==> src/rtl/lzo_pkg.sv <==
// Package for the layer z-order stack.
// Shared constants, index types and the order store port struct.
// No dependencies.
`timescale 1ns / 1ps

package lzo_pkg;

  localparam int MAX_LAYERS = 16;
  localparam int LIST_LIMIT = 16;

  localparam int IDX_W  = $clog2(MAX_LAYERS);
  localparam int CNT_W  = $clog2(MAX_LAYERS + 1);
  localparam int ID_W   = 5;
  localparam int HGT_W  = 6;
  localparam int SLOT_W = 4;
  localparam int CMP_W  = (CNT_W > HGT_W) ? CNT_W : HGT_W;

  typedef logic [IDX_W-1:0] idx_t;
  typedef logic [CNT_W-1:0] cnt_t;
  typedef logic [ID_W-1:0]  ident_t;

  typedef struct packed {
    logic   we;
    idx_t   waddr;
    ident_t wdata;
    logic   re;
    idx_t   raddr;
  } mem_req_t;

endpackage

==> src/rtl/lzo_if.sv <==
// Valid/ready channel interfaces for requests and listing results.
// Depends on lzo_pkg.
`timescale 1ns / 1ps

interface lzo_req_if;
  logic                          valid;
  logic                          ready;
  lzo_pkg::ident_t               layer_ident;
  logic signed [lzo_pkg::HGT_W-1:0] target_height;

  modport source (output valid, output layer_ident, output target_height, input ready);
  modport sink   (input valid, input layer_ident, input target_height, output ready);
endinterface

interface lzo_res_if;
  logic                        valid;
  logic                        ready;
  logic [lzo_pkg::SLOT_W-1:0]  slot_index;
  lzo_pkg::ident_t             slot_layer;
  logic                        last_slot;
  logic                        stack_empty;

  modport source (output valid, output slot_index, output slot_layer, output last_slot,
                  output stack_empty, input ready);
  modport sink   (input valid, input slot_index, input slot_layer, input last_slot,
                  input stack_empty, output ready);
endinterface

==> src/rtl/lzo_store.sv <==
// Order store: one write port, one read port with registered read data.
// Read data holds until the next read. Depends on lzo_pkg.
`timescale 1ns / 1ps

module lzo_store (
  input  logic              clk_i,
  input  lzo_pkg::mem_req_t req_i,
  output lzo_pkg::ident_t   rd_data_o
);

  lzo_pkg::ident_t mem [lzo_pkg::MAX_LAYERS];
  lzo_pkg::ident_t rd_data_q;

  always_ff @(posedge clk_i) begin
    if (req_i.we) begin
      mem[req_i.waddr] <= req_i.wdata;
    end
    if (req_i.re) begin
      rd_data_q <= mem[req_i.raddr];
    end
  end

  assign rd_data_o = rd_data_q;

endmodule

==> src/rtl/lzo_seq.sv <==
// Sequencer: scan, shift, place and listing over the order store, plus the
// result register. Depends on lzo_pkg and lzo_if.
`timescale 1ns / 1ps

module lzo_seq (
  input  logic              clk_i,
  input  logic              rst_ni,
  lzo_req_if.sink           req_i,
  lzo_res_if.source         res_o,
  output lzo_pkg::mem_req_t mem_o,
  input  lzo_pkg::ident_t   rd_data_i
);

  typedef enum logic [2:0] {
    IDLE, FIND, DECIDE, SHIFT, SHIFT_END, PLACE, LIST_START, LIST
  } state_e;

  typedef struct packed {
    logic              shift;
    logic              up;
    lzo_pkg::idx_t     src;
    lzo_pkg::idx_t     last;
    logic              wr;
    lzo_pkg::idx_t     place;
    lzo_pkg::cnt_t     cnt_new;
  } plan_t;

  state_e                           state_q;
  lzo_pkg::ident_t                  ident_q;
  logic [lzo_pkg::HGT_W-1:0]        hgt_q;
  lzo_pkg::cnt_t                    cnt_q;
  lzo_pkg::cnt_t                    scan_q;
  logic                             rd_vld_q;
  lzo_pkg::idx_t                    rd_addr_q;
  lzo_pkg::idx_t                    pos_q;
  logic                             present_q;
  logic                             up_q;
  lzo_pkg::idx_t                    src_q;
  lzo_pkg::idx_t                    last_q;
  logic                             wr_q;
  lzo_pkg::idx_t                    place_q;
  lzo_pkg::cnt_t                    cnt_new_q;
  lzo_pkg::idx_t                    k_q;
  lzo_pkg::cnt_t                    listed_q;
  logic                             out_vld_q;
  logic [lzo_pkg::SLOT_W-1:0]       out_idx_q;
  lzo_pkg::ident_t                  out_layer_q;
  logic                             out_last_q;
  logic                             out_empty_q;

  logic              accept;
  logic              id_ok;
  logic              match;
  logic              out_free;
  logic              list_last;
  lzo_pkg::cnt_t     listed_d;
  lzo_pkg::cnt_t     hc;
  lzo_pkg::cnt_t     hp;
  lzo_pkg::cnt_t     posc;
  logic [lzo_pkg::CMP_W-1:0] hu;
  plan_t             plan;
  lzo_pkg::mem_req_t mem;

  assign req_i.ready = (state_q == IDLE);
  assign accept      = req_i.valid && req_i.ready;
  assign id_ok       = (req_i.layer_ident != '0) &&
                       (int'(req_i.layer_ident) <= lzo_pkg::MAX_LAYERS);
  assign match       = rd_vld_q && (rd_data_i == ident_q);
  assign out_free    = !out_vld_q || res_o.ready;
  assign list_last   = ((lzo_pkg::CNT_W'(k_q) + 1'b1) == listed_q);
  assign listed_d    = (int'(cnt_q) < lzo_pkg::LIST_LIMIT) ? cnt_q
                                                           : lzo_pkg::CNT_W'(lzo_pkg::LIST_LIMIT);

  // clamp of the target height and the resulting move plan
  always_comb begin
    hu   = lzo_pkg::CMP_W'(hgt_q[lzo_pkg::HGT_W-2:0]);
    hc   = (hu > lzo_pkg::CMP_W'(cnt_q)) ? cnt_q : lzo_pkg::CNT_W'(hu);
    hp   = (hc == cnt_q) ? cnt_q - 1'b1 : hc;
    posc = lzo_pkg::CNT_W'(pos_q);
    plan = '0;
    plan.cnt_new = cnt_q;
    if (hgt_q[lzo_pkg::HGT_W-1]) begin
      if (present_q) begin
        plan.cnt_new = cnt_q - 1'b1;
        if (posc + 1'b1 < cnt_q) begin
          plan.shift = 1'b1;
          plan.src   = lzo_pkg::IDX_W'(posc + 1'b1);
          plan.last  = lzo_pkg::IDX_W'(cnt_q - 1'b1);
        end
      end
    end else if (!present_q) begin
      if (cnt_q != lzo_pkg::CNT_W'(lzo_pkg::MAX_LAYERS)) begin
        plan.cnt_new = cnt_q + 1'b1;
        plan.wr      = 1'b1;
        plan.place   = lzo_pkg::IDX_W'(hc);
        if (hc < cnt_q) begin
          plan.shift = 1'b1;
          plan.up    = 1'b1;
          plan.src   = lzo_pkg::IDX_W'(cnt_q - 1'b1);
          plan.last  = lzo_pkg::IDX_W'(hc);
        end
      end
    end else begin
      plan.wr    = 1'b1;
      plan.place = lzo_pkg::IDX_W'(hp);
      if (posc < hp) begin
        plan.shift = 1'b1;
        plan.src   = lzo_pkg::IDX_W'(posc + 1'b1);
        plan.last  = lzo_pkg::IDX_W'(hp);
      end else if (posc > hp) begin
        plan.shift = 1'b1;
        plan.up    = 1'b1;
        plan.src   = lzo_pkg::IDX_W'(posc - 1'b1);
        plan.last  = lzo_pkg::IDX_W'(hp);
      end
    end
  end

  // store port
  always_comb begin
    mem = '0;
    unique case (state_q) inside
      FIND: begin
        if (!match && (scan_q != cnt_q)) begin
          mem.re    = 1'b1;
          mem.raddr = lzo_pkg::IDX_W'(scan_q);
        end
      end
      SHIFT, SHIFT_END: begin
        if (state_q == SHIFT) begin
          mem.re    = 1'b1;
          mem.raddr = src_q;
        end
        if (rd_vld_q) begin
          mem.we    = 1'b1;
          mem.waddr = up_q ? rd_addr_q + 1'b1 : rd_addr_q - 1'b1;
          mem.wdata = rd_data_i;
        end
      end
      PLACE: begin
        mem.we    = wr_q;
        mem.waddr = place_q;
        mem.wdata = ident_q;
      end
      LIST_START: begin
        mem.re = (cnt_q != '0);
      end
      LIST: begin
        if (out_free && !list_last) begin
          mem.re    = 1'b1;
          mem.raddr = k_q + 1'b1;
        end
      end
      default: ;
    endcase
  end

  assign mem_o = mem;

  always_ff @(posedge clk_i or negedge rst_ni) begin
    if (!rst_ni) begin
      state_q   <= IDLE;
      cnt_q     <= '0;
      rd_vld_q  <= 1'b0;
      out_vld_q <= 1'b0;
    end else begin
      rd_vld_q <= mem.re;
      if (mem.re) begin
        rd_addr_q <= mem.raddr;
      end
      if (out_vld_q && res_o.ready) begin
        out_vld_q <= 1'b0;
      end
      unique case (state_q)
        IDLE: begin
          if (accept) begin
            ident_q <= req_i.layer_ident;
            hgt_q   <= req_i.target_height;
            scan_q  <= '0;
            state_q <= id_ok ? FIND : LIST_START;
          end
        end
        FIND: begin
          if (match) begin
            pos_q     <= rd_addr_q;
            present_q <= 1'b1;
            state_q   <= DECIDE;
          end else if (scan_q == cnt_q) begin
            pos_q     <= '0;
            present_q <= 1'b0;
            state_q   <= DECIDE;
          end else begin
            scan_q <= scan_q + 1'b1;
          end
        end
        DECIDE: begin
          up_q      <= plan.up;
          src_q     <= plan.src;
          last_q    <= plan.last;
          wr_q      <= plan.wr;
          place_q   <= plan.place;
          cnt_new_q <= plan.cnt_new;
          state_q   <= plan.shift ? SHIFT : PLACE;
        end
        SHIFT: begin
          if (src_q == last_q) begin
            state_q <= SHIFT_END;
          end else begin
            src_q <= up_q ? src_q - 1'b1 : src_q + 1'b1;
          end
        end
        SHIFT_END: begin
          state_q <= PLACE;
        end
        PLACE: begin
          cnt_q   <= cnt_new_q;
          state_q <= LIST_START;
        end
        LIST_START: begin
          if (cnt_q == '0) begin
            if (out_free) begin
              out_vld_q   <= 1'b1;
              out_idx_q   <= '0;
              out_layer_q <= '0;
              out_last_q  <= 1'b1;
              out_empty_q <= 1'b1;
              state_q     <= IDLE;
            end
          end else begin
            k_q      <= '0;
            listed_q <= listed_d;
            state_q  <= LIST;
          end
        end
        LIST: begin
          if (out_free) begin
            out_vld_q   <= 1'b1;
            out_idx_q   <= lzo_pkg::SLOT_W'(k_q);
            out_layer_q <= rd_data_i;
            out_last_q  <= list_last;
            out_empty_q <= 1'b0;
            if (list_last) begin
              state_q <= IDLE;
            end else begin
              k_q <= k_q + 1'b1;
            end
          end
        end
        default: state_q <= IDLE;
      endcase
    end
  end

  assign res_o.valid       = out_vld_q;
  assign res_o.slot_index  = out_idx_q;
  assign res_o.slot_layer  = out_layer_q;
  assign res_o.last_slot   = out_last_q;
  assign res_o.stack_empty = out_empty_q;

endmodule

==> src/rtl/layer_z_order_stack.sv <==
// Top level of the layer z-order stack: sequencer and order store.
// Depends on lzo_pkg, lzo_if, lzo_store and lzo_seq.
//
// Usage:
//   req_i carries one request transaction: layer_ident and a signed
//   target_height (negative hides the layer). res_o returns the full
//   bottom-to-top order, one transaction per shown layer with slot_index,
//   slot_layer and last_slot on the topmost; an empty stack gives a single
//   transaction with stack_empty and last_slot set.
//   A request scans the order store for the layer, shifts the entries
//   between its old and new slot, writes it into its slot unless it is
//   hidden and then lists the stack; an unknown layer goes straight to
//   the listing. The order store moves one entry a cycle while shifting.
//   req_i.ready is high only between requests; the final result may still
//   sit in the output register when the next request is taken.
//   A stalled receiver holds the current result and pauses the listing.
//   Reset empties the stack; the order store needs no clearing.
`timescale 1ns / 1ps

module layer_z_order_stack (
  input  logic      clk_i,
  input  logic      rst_ni,
  lzo_req_if.sink   req_i,
  lzo_res_if.source res_o
);

  lzo_pkg::mem_req_t mem_req;
  lzo_pkg::ident_t   rd_data;

  lzo_seq u_seq (
    .clk_i     (clk_i),
    .rst_ni    (rst_ni),
    .req_i     (req_i),
    .res_o     (res_o),
    .mem_o     (mem_req),
    .rd_data_i (rd_data)
  );

  lzo_store u_store (
    .clk_i     (clk_i),
    .req_i     (mem_req),
    .rd_data_o (rd_data)
  );

endmodule

==> src/flat_wrapper.sv <==
// flat-port wrapper written by rule: the top's interface ports become plain ports
module layer_z_order_stack_flat 
  (clk_i, rst_ni, req_i_valid, req_i_layer_ident, req_i_target_height, req_i_ready, res_o_valid, res_o_slot_index, res_o_slot_layer, res_o_last_slot, res_o_stack_empty, res_o_ready);
  lzo_req_if req_i_i ();
  lzo_res_if res_o_i ();
  input  logic clk_i;
  input  logic rst_ni;
  input wire logic [$bits(req_i_i.valid)-1:0] req_i_valid;
  input wire logic [$bits(req_i_i.layer_ident)-1:0] req_i_layer_ident;
  input wire logic [$bits(req_i_i.target_height)-1:0] req_i_target_height;
  output wire logic [$bits(req_i_i.ready)-1:0] req_i_ready;
  output wire logic [$bits(res_o_i.valid)-1:0] res_o_valid;
  output wire logic [$bits(res_o_i.slot_index)-1:0] res_o_slot_index;
  output wire logic [$bits(res_o_i.slot_layer)-1:0] res_o_slot_layer;
  output wire logic [$bits(res_o_i.last_slot)-1:0] res_o_last_slot;
  output wire logic [$bits(res_o_i.stack_empty)-1:0] res_o_stack_empty;
  input wire logic [$bits(res_o_i.ready)-1:0] res_o_ready;
  assign req_i_i.valid = req_i_valid;
  assign req_i_i.layer_ident = req_i_layer_ident;
  assign req_i_i.target_height = req_i_target_height;
  assign req_i_ready = req_i_i.ready;
  assign res_o_valid = res_o_i.valid;
  assign res_o_slot_index = res_o_i.slot_index;
  assign res_o_slot_layer = res_o_i.slot_layer;
  assign res_o_last_slot = res_o_i.last_slot;
  assign res_o_stack_empty = res_o_i.stack_empty;
  assign res_o_i.ready = res_o_ready;
  layer_z_order_stack u_core (.clk_i(clk_i), .rst_ni(rst_ni), .req_i(req_i_i), .res_o(res_o_i));
endmodule
==> config.mk <==
export PLATFORM = sky130hd
export DESIGN_NAME = layer_z_order_stack_flat
export DESIGN_NICKNAME = d
export VERILOG_FILES = /design/src/rtl/lzo_pkg.sv /design/src/rtl/lzo_if.sv /design/src/rtl/lzo_store.sv /design/src/rtl/lzo_seq.sv /design/src/rtl/layer_z_order_stack.sv /design/src/flat_wrapper.sv
export SDC_FILE = /design/constraint.sdc
export NUM_CORES = 1
export LEC_CHECK = 0
export BUFFER_PORTS_ARGS = -buffer_cell sky130_fd_sc_hd__clkbuf_2
export CORE_ASPECT_RATIO = 0.75
export CORE_UTILIZATION = 50
export CTS_CLUSTER_DIAMETER = 150
export DETAILED_ROUTE_END_ITERATION = 10
export PLACE_DENSITY_LB_ADDON = 0.2
export SETUP_SLACK_MARGIN = 0.15
export SLEW_MARGIN = 20
export SYNTH_ARGS = -nofsm -noshare
export SYNTH_HDL_FRONTEND = slang
export SYNTH_SLANG_ARGS = --single-unit
==> constraint.sdc <==
create_clock -name clk_i -period 5.25 [get_ports clk_i]
set_clock_uncertainty 0.1 [all_clocks]
set_input_delay 0.525 -clock clk_i [delete_from_list [all_inputs] [get_ports clk_i]]
set_output_delay 0.525 -clock clk_i [all_outputs]
set_load 0.05 [all_outputs]
Word-level counts from Yosys, hierarchy flattened. Memories as Yosys holds them, arrays and structs flattened. A register that Yosys moved wholly into a read port is not among the register bits. Cells that the tools add are included.

Add/sub/neg operators: 11. Magnitude comparators: 7. Equality and inequality tests: 27. Multiplexer cells: 71. Bitwise gates (word level): 1. Reduce and logical (&&, ||, !) cells: 29.

Operator list (count): $mux 5 (14); $mux 4 (11); $mux 8 (4); $mux 10 (3); $mux 3 (10); $pmux 3 s8 (1); $pmux 4 s2 (3); $eq 5x5->1 (4); $mux 20 (1); $pmux 10 s2 (1); $pmux 5 s2 (2); $ne 2x2->1 const B (8); $mux 1 (15); $mux 15 (1); $reduce_and 5->1 (3); $add 4x1->4 const B (3); $eq 3x3->1 const B (4); $pmux 4 s3 (1); $reduce_and 3->1 (4); $sub 4x1->4 const B (3); $add 4x1->5 const B (2); $add 5x1->5 const B (2); $lt 5x5->1 (2); $reduce_bool 5->1 (2); other kinds (26) (42).

Register bits after elaboration: 74. Bits in writable memories: 80. Input port bits: 15. Output and inout bits: 13. Logic and storage cells: 169. Memories kept: 1.

Memories: u_core.u_store.mem (depth 16, width 5, read ports 1, clocked after memory_dff 1, wr ports 1, line lzo_store.sv:11) `lzo_pkg::ident_t mem [lzo_pkg::MAX_LAYERS];`.

Longest topological paths before layout.
Depth in word-level cells: 11. Depth in mapped cells: 26. Gate-level depth less buffers: 24.

By module. A second synthesis with hierarchy kept.

Cell total of the unflattened synthesis: 621. Area total of the unflattened synthesis: 8001.4 sq um.

By module, submodules not included: lzo_seq (times used 1, cells each 466, area an instance 4738.3 sq um, sequential area each 2172.1 sq um); lzo_store (times used 1, cells each 155, area an instance 3263.1 sq um, sequential area each 2552.4 sq um).

Worst setup path before layout. No wires, ideal clock.

Path kind: register to register. Start: register u_core.u_seq.cnt_q[4]. End: register u_core.u_seq.src_q[3] (data pin). Library setup time: 0.268 ns. Arrival: 4.551 ns. Required time: 4.882 ns. Setup slack: 0.330 ns. Stages on the path, launching flop included: 24. Path buffers: 3. Clock period less this slack: 4.920 ns. Cell sequence: dfrtp_1 -> clkbuf_1 -> inv_1 -> ha_1 -> and3_1 -> a31o_2 -> o21ai_0 -> ha_1 -> and3_1 -> and3_1 -> clkbuf_1 -> nand2_1 -> o21ai_0 -> ha_1 -> nor2b_1 -> o21ai_0 -> nand2b_1 -> a21oi_1 -> a21oi_1 -> buf_2 -> nand2_1 -> a311o_1 -> o41ai_1 -> a21boi_1.

Word-level cells in the longest chain between the ends: 10. Elaborated cells between the ends (all ways): 19. Those cells by class: add/sub (1); order compare (5); eq/ne (2); mux (11).

RTL lines: from (decl) (line lzo_seq.sv:31) `lzo_pkg::cnt_t cnt_q;`; from (signal assigned) (line lzo_seq.sv:216) `cnt_q <= cnt_new_q;`; $gt 5x5->1 (line lzo_seq.sv:77) `hc = (hu > lzo_pkg::CMP_W'(cnt_q)) ? cnt_q : lzo_pkg::CNT_W'(hu);`; $mux 5 (line lzo_seq.sv:77); $eq 5x5->1 (line lzo_seq.sv:78) `hp = (hc == cnt_q) ? cnt_q - 1'b1 : hc;`; $mux 5 (line lzo_seq.sv:78); $gt 4x5->1 (line lzo_seq.sv:110) `end else if (posc > hp) begin`; $mux 10 (line lzo_seq.sv:110); $mux 8 (line lzo_seq.sv:106) `if (posc < hp) begin`; $mux 15 (line lzo_seq.sv:91) `end else if (!present_q) begin`; $mux 8 (*) (line lzo_seq.sv:82) `if (hgt_q[lzo_pkg::HGT_W-1]) begin`; $pmux 4 s2 (*) (line lzo_seq.sv:174) `unique case (state_q)`; to (signal assigned) (line lzo_seq.sv:198) `src_q <= plan.src;`; to (signal assigned) (line lzo_seq.sv:209) `src_q <= up_q ? src_q - 1'b1 : src_q + 1'b1;`; to (decl) (line lzo_seq.sv:38) `lzo_pkg::idx_t src_q;`.

Every way passes the cells marked *; elsewhere a longest branch is shown, timed or not. A chain may end at the register's enable or synchronous reset.

Worst setup path after layout.
Start: register u_core.u_seq.cnt_q[1]. End: register u_core.u_seq.src_q[3] (data pin).

Same word-level chain as after synthesis.

==> impl_metrics.csv <==
group,metric,value,unit
timing,slew_viol_final,0,
layout,drive_gt1_frac,0.1497,
worst_hold_path,hp-class,"input port to register",
power_and_ir_drop,peakVddDrop,0.2505,mV
floorplan,ios,28,
clock_network,clk_pin_slew,60,ps
timing,finalSetupViolations,0,
timing,hold_viol_final,0,
logic_synthesis,yosysSeqAreaShare,0.5867,
drt,route.detailed.drc,0,
layout,stdcell_area,9117,µm²
power_and_ir_drop,netSwitchingFraction,0.3808,
layout,nFillCells,1237,
timing,max-slew-margin-rel,0.2668,
logic_synthesis,ys.flop_type,"edfxtp_1",
floorplan,start_util,0.5206,
timing,fin_ws,379.9,ps
clock_network,ctsHtreeMaxLevel,4,
layout,area_growth,13.22,%
logic_synthesis,synth_top_area_share,0.5556,
logic_synthesis,synth_cells,652,
clock_network,clk_latency,430,ps
grt,antenna_found_initial,1,
placement,place_ws,-50.83,ps
critical_path,cp-end-kind,"register",
critical_path,required,5320,ps
clock_network,clock-sinks,159,
critical_path,startpoint_type,"register",
drt,postRouteAntennaNets,0,
grt,grt_pass1_vias,5219,
timing,whs,164.3,ps
clock_network,clockBufferDepth,2,
clock_network,cts-root-buf,"clkbuf_16",
clock_network,cts_buffers,17,
layout,diodes,0,
timing,period_needed,4870,ps
critical_path,crit_fanout,11,
power_and_ir_drop,switching_power,1.976,mW
logic_synthesis,ys_types,73,
clock_network,cts_tree,"built",
layout,final_cell_mix,"149 x edfxtp_1, 57 x nor2_1, 44 x mux2i_1",
timing,rsz0062_at_grt,"false",
logic_synthesis,yosys_warnings,0,
layout,nNetsFinal,740,
floorplan,dieArea,16620,µm²
placement,placed_cells,874,
logic_synthesis,synth.avg_cell_area,12.35,µm²
logic_synthesis,async_reset_ff_frac,0.06289,
grt,grtUsageTotal,0.2380,
power_and_ir_drop,p_leak,3.539,nW
logic_synthesis,synthTopCellsByArea,"edfxtp_1 56%, mux2i_1 5.5%, ha_1 4.4%",
power_and_ir_drop,p_per_area,569.0,nW/µm²
drt,wl,18.49,mm
drt,drtIter0Drc,554,
logic_synthesis,syn_nets,697,
layout,regMostFlops,"u_core.u_store.mem",
floorplan,rows,39,
flow_run,cap_violations,0,
grt,grt_max_degree,42,
floorplan,die_width,148.5,µm
drt,wl_per_cell,20.25,µm
critical_path,crit_arrival,4940,ps
timing,worst-slew-pin-transition,1084,ps
timing,fmax,0.2053,GHz
placement,routabilityCongestion,0.8723,
outcome,status,"finished clean",
placement,io_buffers,27,
drt,via_per_inst,5.996,
placement,post-dp-hpwl,13.29,mm
power_and_ir_drop,power_frac_seq,0.356,
layout,largest_reg_flops,80,
grt,grt-ovfl-total,0,
floorplan,core_region_area,15470,µm²
power_and_ir_drop,p_int,3.212,mW
critical_path,crit_type,"register to register",
power_and_ir_drop,p_comb_frac,0.412,
drt,num_vias,5474,
logic_synthesis,yosysTopAreaCell,"edfxtp_1",
layout,largestRegisters,"u_core.u_store.mem: 80 flops, u_core.u_seq.hgt_q: 6 flops",
layout,fin_util,0.5894,
power_and_ir_drop,p_clk_frac,0.232,
layout,final_common_cell,"edfxtp_1",
timing,fin_crit_sh,0.9276,
logic_synthesis,syn_area,8053,µm²
layout,final_cells,913,
grt,grt_pass1_wl,29.12,mm
floorplan,die_height,111.9,µm
logic_synthesis,synth-seq-cells,159,
logic_synthesis,synth_edf_count,149,
drt,first_pass_iters,6,
placement,place_area,8446,µm²
[worst max-delay path, cell delays in order, from the launching register on]
cell and delay [ps]:
dfrtp_1 340, inv_1 50, ha_1 310, nor2b_1 130, o211ai_1 220, nand2_1 120
a21oi_2 220, a31o_4 180, nand2_1 70, o21ai_2 70, ha_1 260, and3_1 200
and3_4 190, nand2_1 90, o21ai_0 130, ha_1 320, nor2b_1 130, o21ai_0 150
nand2b_1 90, a21oi_2 170, a21oi_4 90, and4_1 230, a311o_1 340, o41ai_2 310
a21boi_1 110
[stage by stage]
step	setup TNS [ps]	power (mW)
floorplan	0	3.308
global placement	0	3.817
detailed placement	-50.83	3.876
CTS	0	5.088
global route	0	5.478
finish	0	5.188
[power by group through the flow]
stage	registers, mW	clock network, mW	logic, mW
after floorplan	1.85	0	1.46
after global placement	1.86	0	1.95
after detailed placement	1.87	0	2.00
after CTS	1.85	1.21	2.03
after global routing	1.87	1.26	2.35
final	1.85	1.20	2.14
[routing by layer]
layer	up-vias	track usage	wire, µm
li1	2545	-	-
met3	29	0.03730	1379
met2	231	0.3377	8054
met4	2	0.08110	275
met5	-	0	13
met1	2667	0.3690	8768
[path summary, 6_finish.rpt]
| check | slack (ps) | to | startpoint | cells after the start |
|---|---|---|---|---|
| min | 160 | u_core.u_seq.hgt_q[4]$_DFFE_PP_ | req_i_target_height[4] | 1 |
| min in group asynchronous | 470 | u_core.u_seq.cnt_q[1]$_DFFE_PN0P_ | rst_ni | 2 |
| min reg2reg | 360 | u_core.u_seq.cnt_q[2]$_DFFE_PN0P_ | u_core.u_seq.cnt_new_q[2]$_DFFE_PP_ | 2 |
| max in group asynchronous | 4240 | u_core.u_seq.state_q[1]$_DFFE_PN0P_ | rst_ni | 2 |
| max | 380 | u_core.u_seq.src_q[3]$_DFFE_PP_ | u_core.u_seq.cnt_q[1]$_DFFE_PN0P_ | 24 |
| max reg2reg | 380 | u_core.u_seq.src_q[3]$_DFFE_PP_ | u_core.u_seq.cnt_q[1]$_DFFE_PN0P_ | 24 |
[layout make-up]
| class | count | area (µm²) | area share |
|---|---|---|---|
| clock buffers | 19 | 432.9 | 0.04748 |
| well taps | 205 | 256.5 | 0.02813 |
| repair buffers | 52 | 337.8 | 0.03705 |
| flip-flops and latches | 159 | 4725 | 0.5182 |
| inverters | 27 | 103.9 | 0.01139 |
| multi-input cells | 438 | 3126 | 0.3428 |
| clock inverters | 13 | 136.4 | 0.01496 |
[repair_timing]
item,CTS,global route
pin swaps,0,10
hold buffers,1,0
gates cloned,0,0
setup buffers,0,6
resized for setup,2,10
setup endpoints to repair,7,10
hold endpoints to repair,10,0
[synthesized netlist by cell type, types with 2 or more instances]
library cell and n:
xnor2_1 22, a31o_2 3, inv_1 25, a21boi_0 2, a21oi_1 25, nor2_1 57, nand2b_1 3, a21o_1 7
fa_1 2, a22oi_1 3, and2_1 17, nand2_2 2, and4_1 2, mux2i_1 44, nor4_1 5, and3_1 9
a311o_1 2, clkbuf_1 15, ha_1 28, or4_1 5, buf_1 2, o2bb2ai_1 2, buf_4 3, o21ai_0 28
buf_2 4, nand3_1 15, o211ai_1 6, xor2_1 13, o32ai_1 5, a222oi_1 2, nand2_1 43, nor3_1 15
o22ai_1 17, a31oi_1 5, a22o_1 8, buf_6 4, o221ai_1 2, nor2b_1 6, dfrtp_1 10, edfxtp_1 149
nand4_1 3
[cells by family (layout without fill, tap and decap cells)]
group | after synthesis | in the layout | share of synthesized area
and+or+nand+nor | 192 | 192 | 0.1187
AOI/OAI and AO/OA | 134 | 134 | 0.1161
DFF | 159 | 159 | 0.5867
xor gates and xnor gates | 36 | 36 | 0.04086
adders and majority gates | 30 | 30 | 0.04848
buffers and inverters | 55 | 111 | 0.03170
muxes | 46 | 46 | 0.05749
No activity file was read; power rests on OpenSTA's default activity.
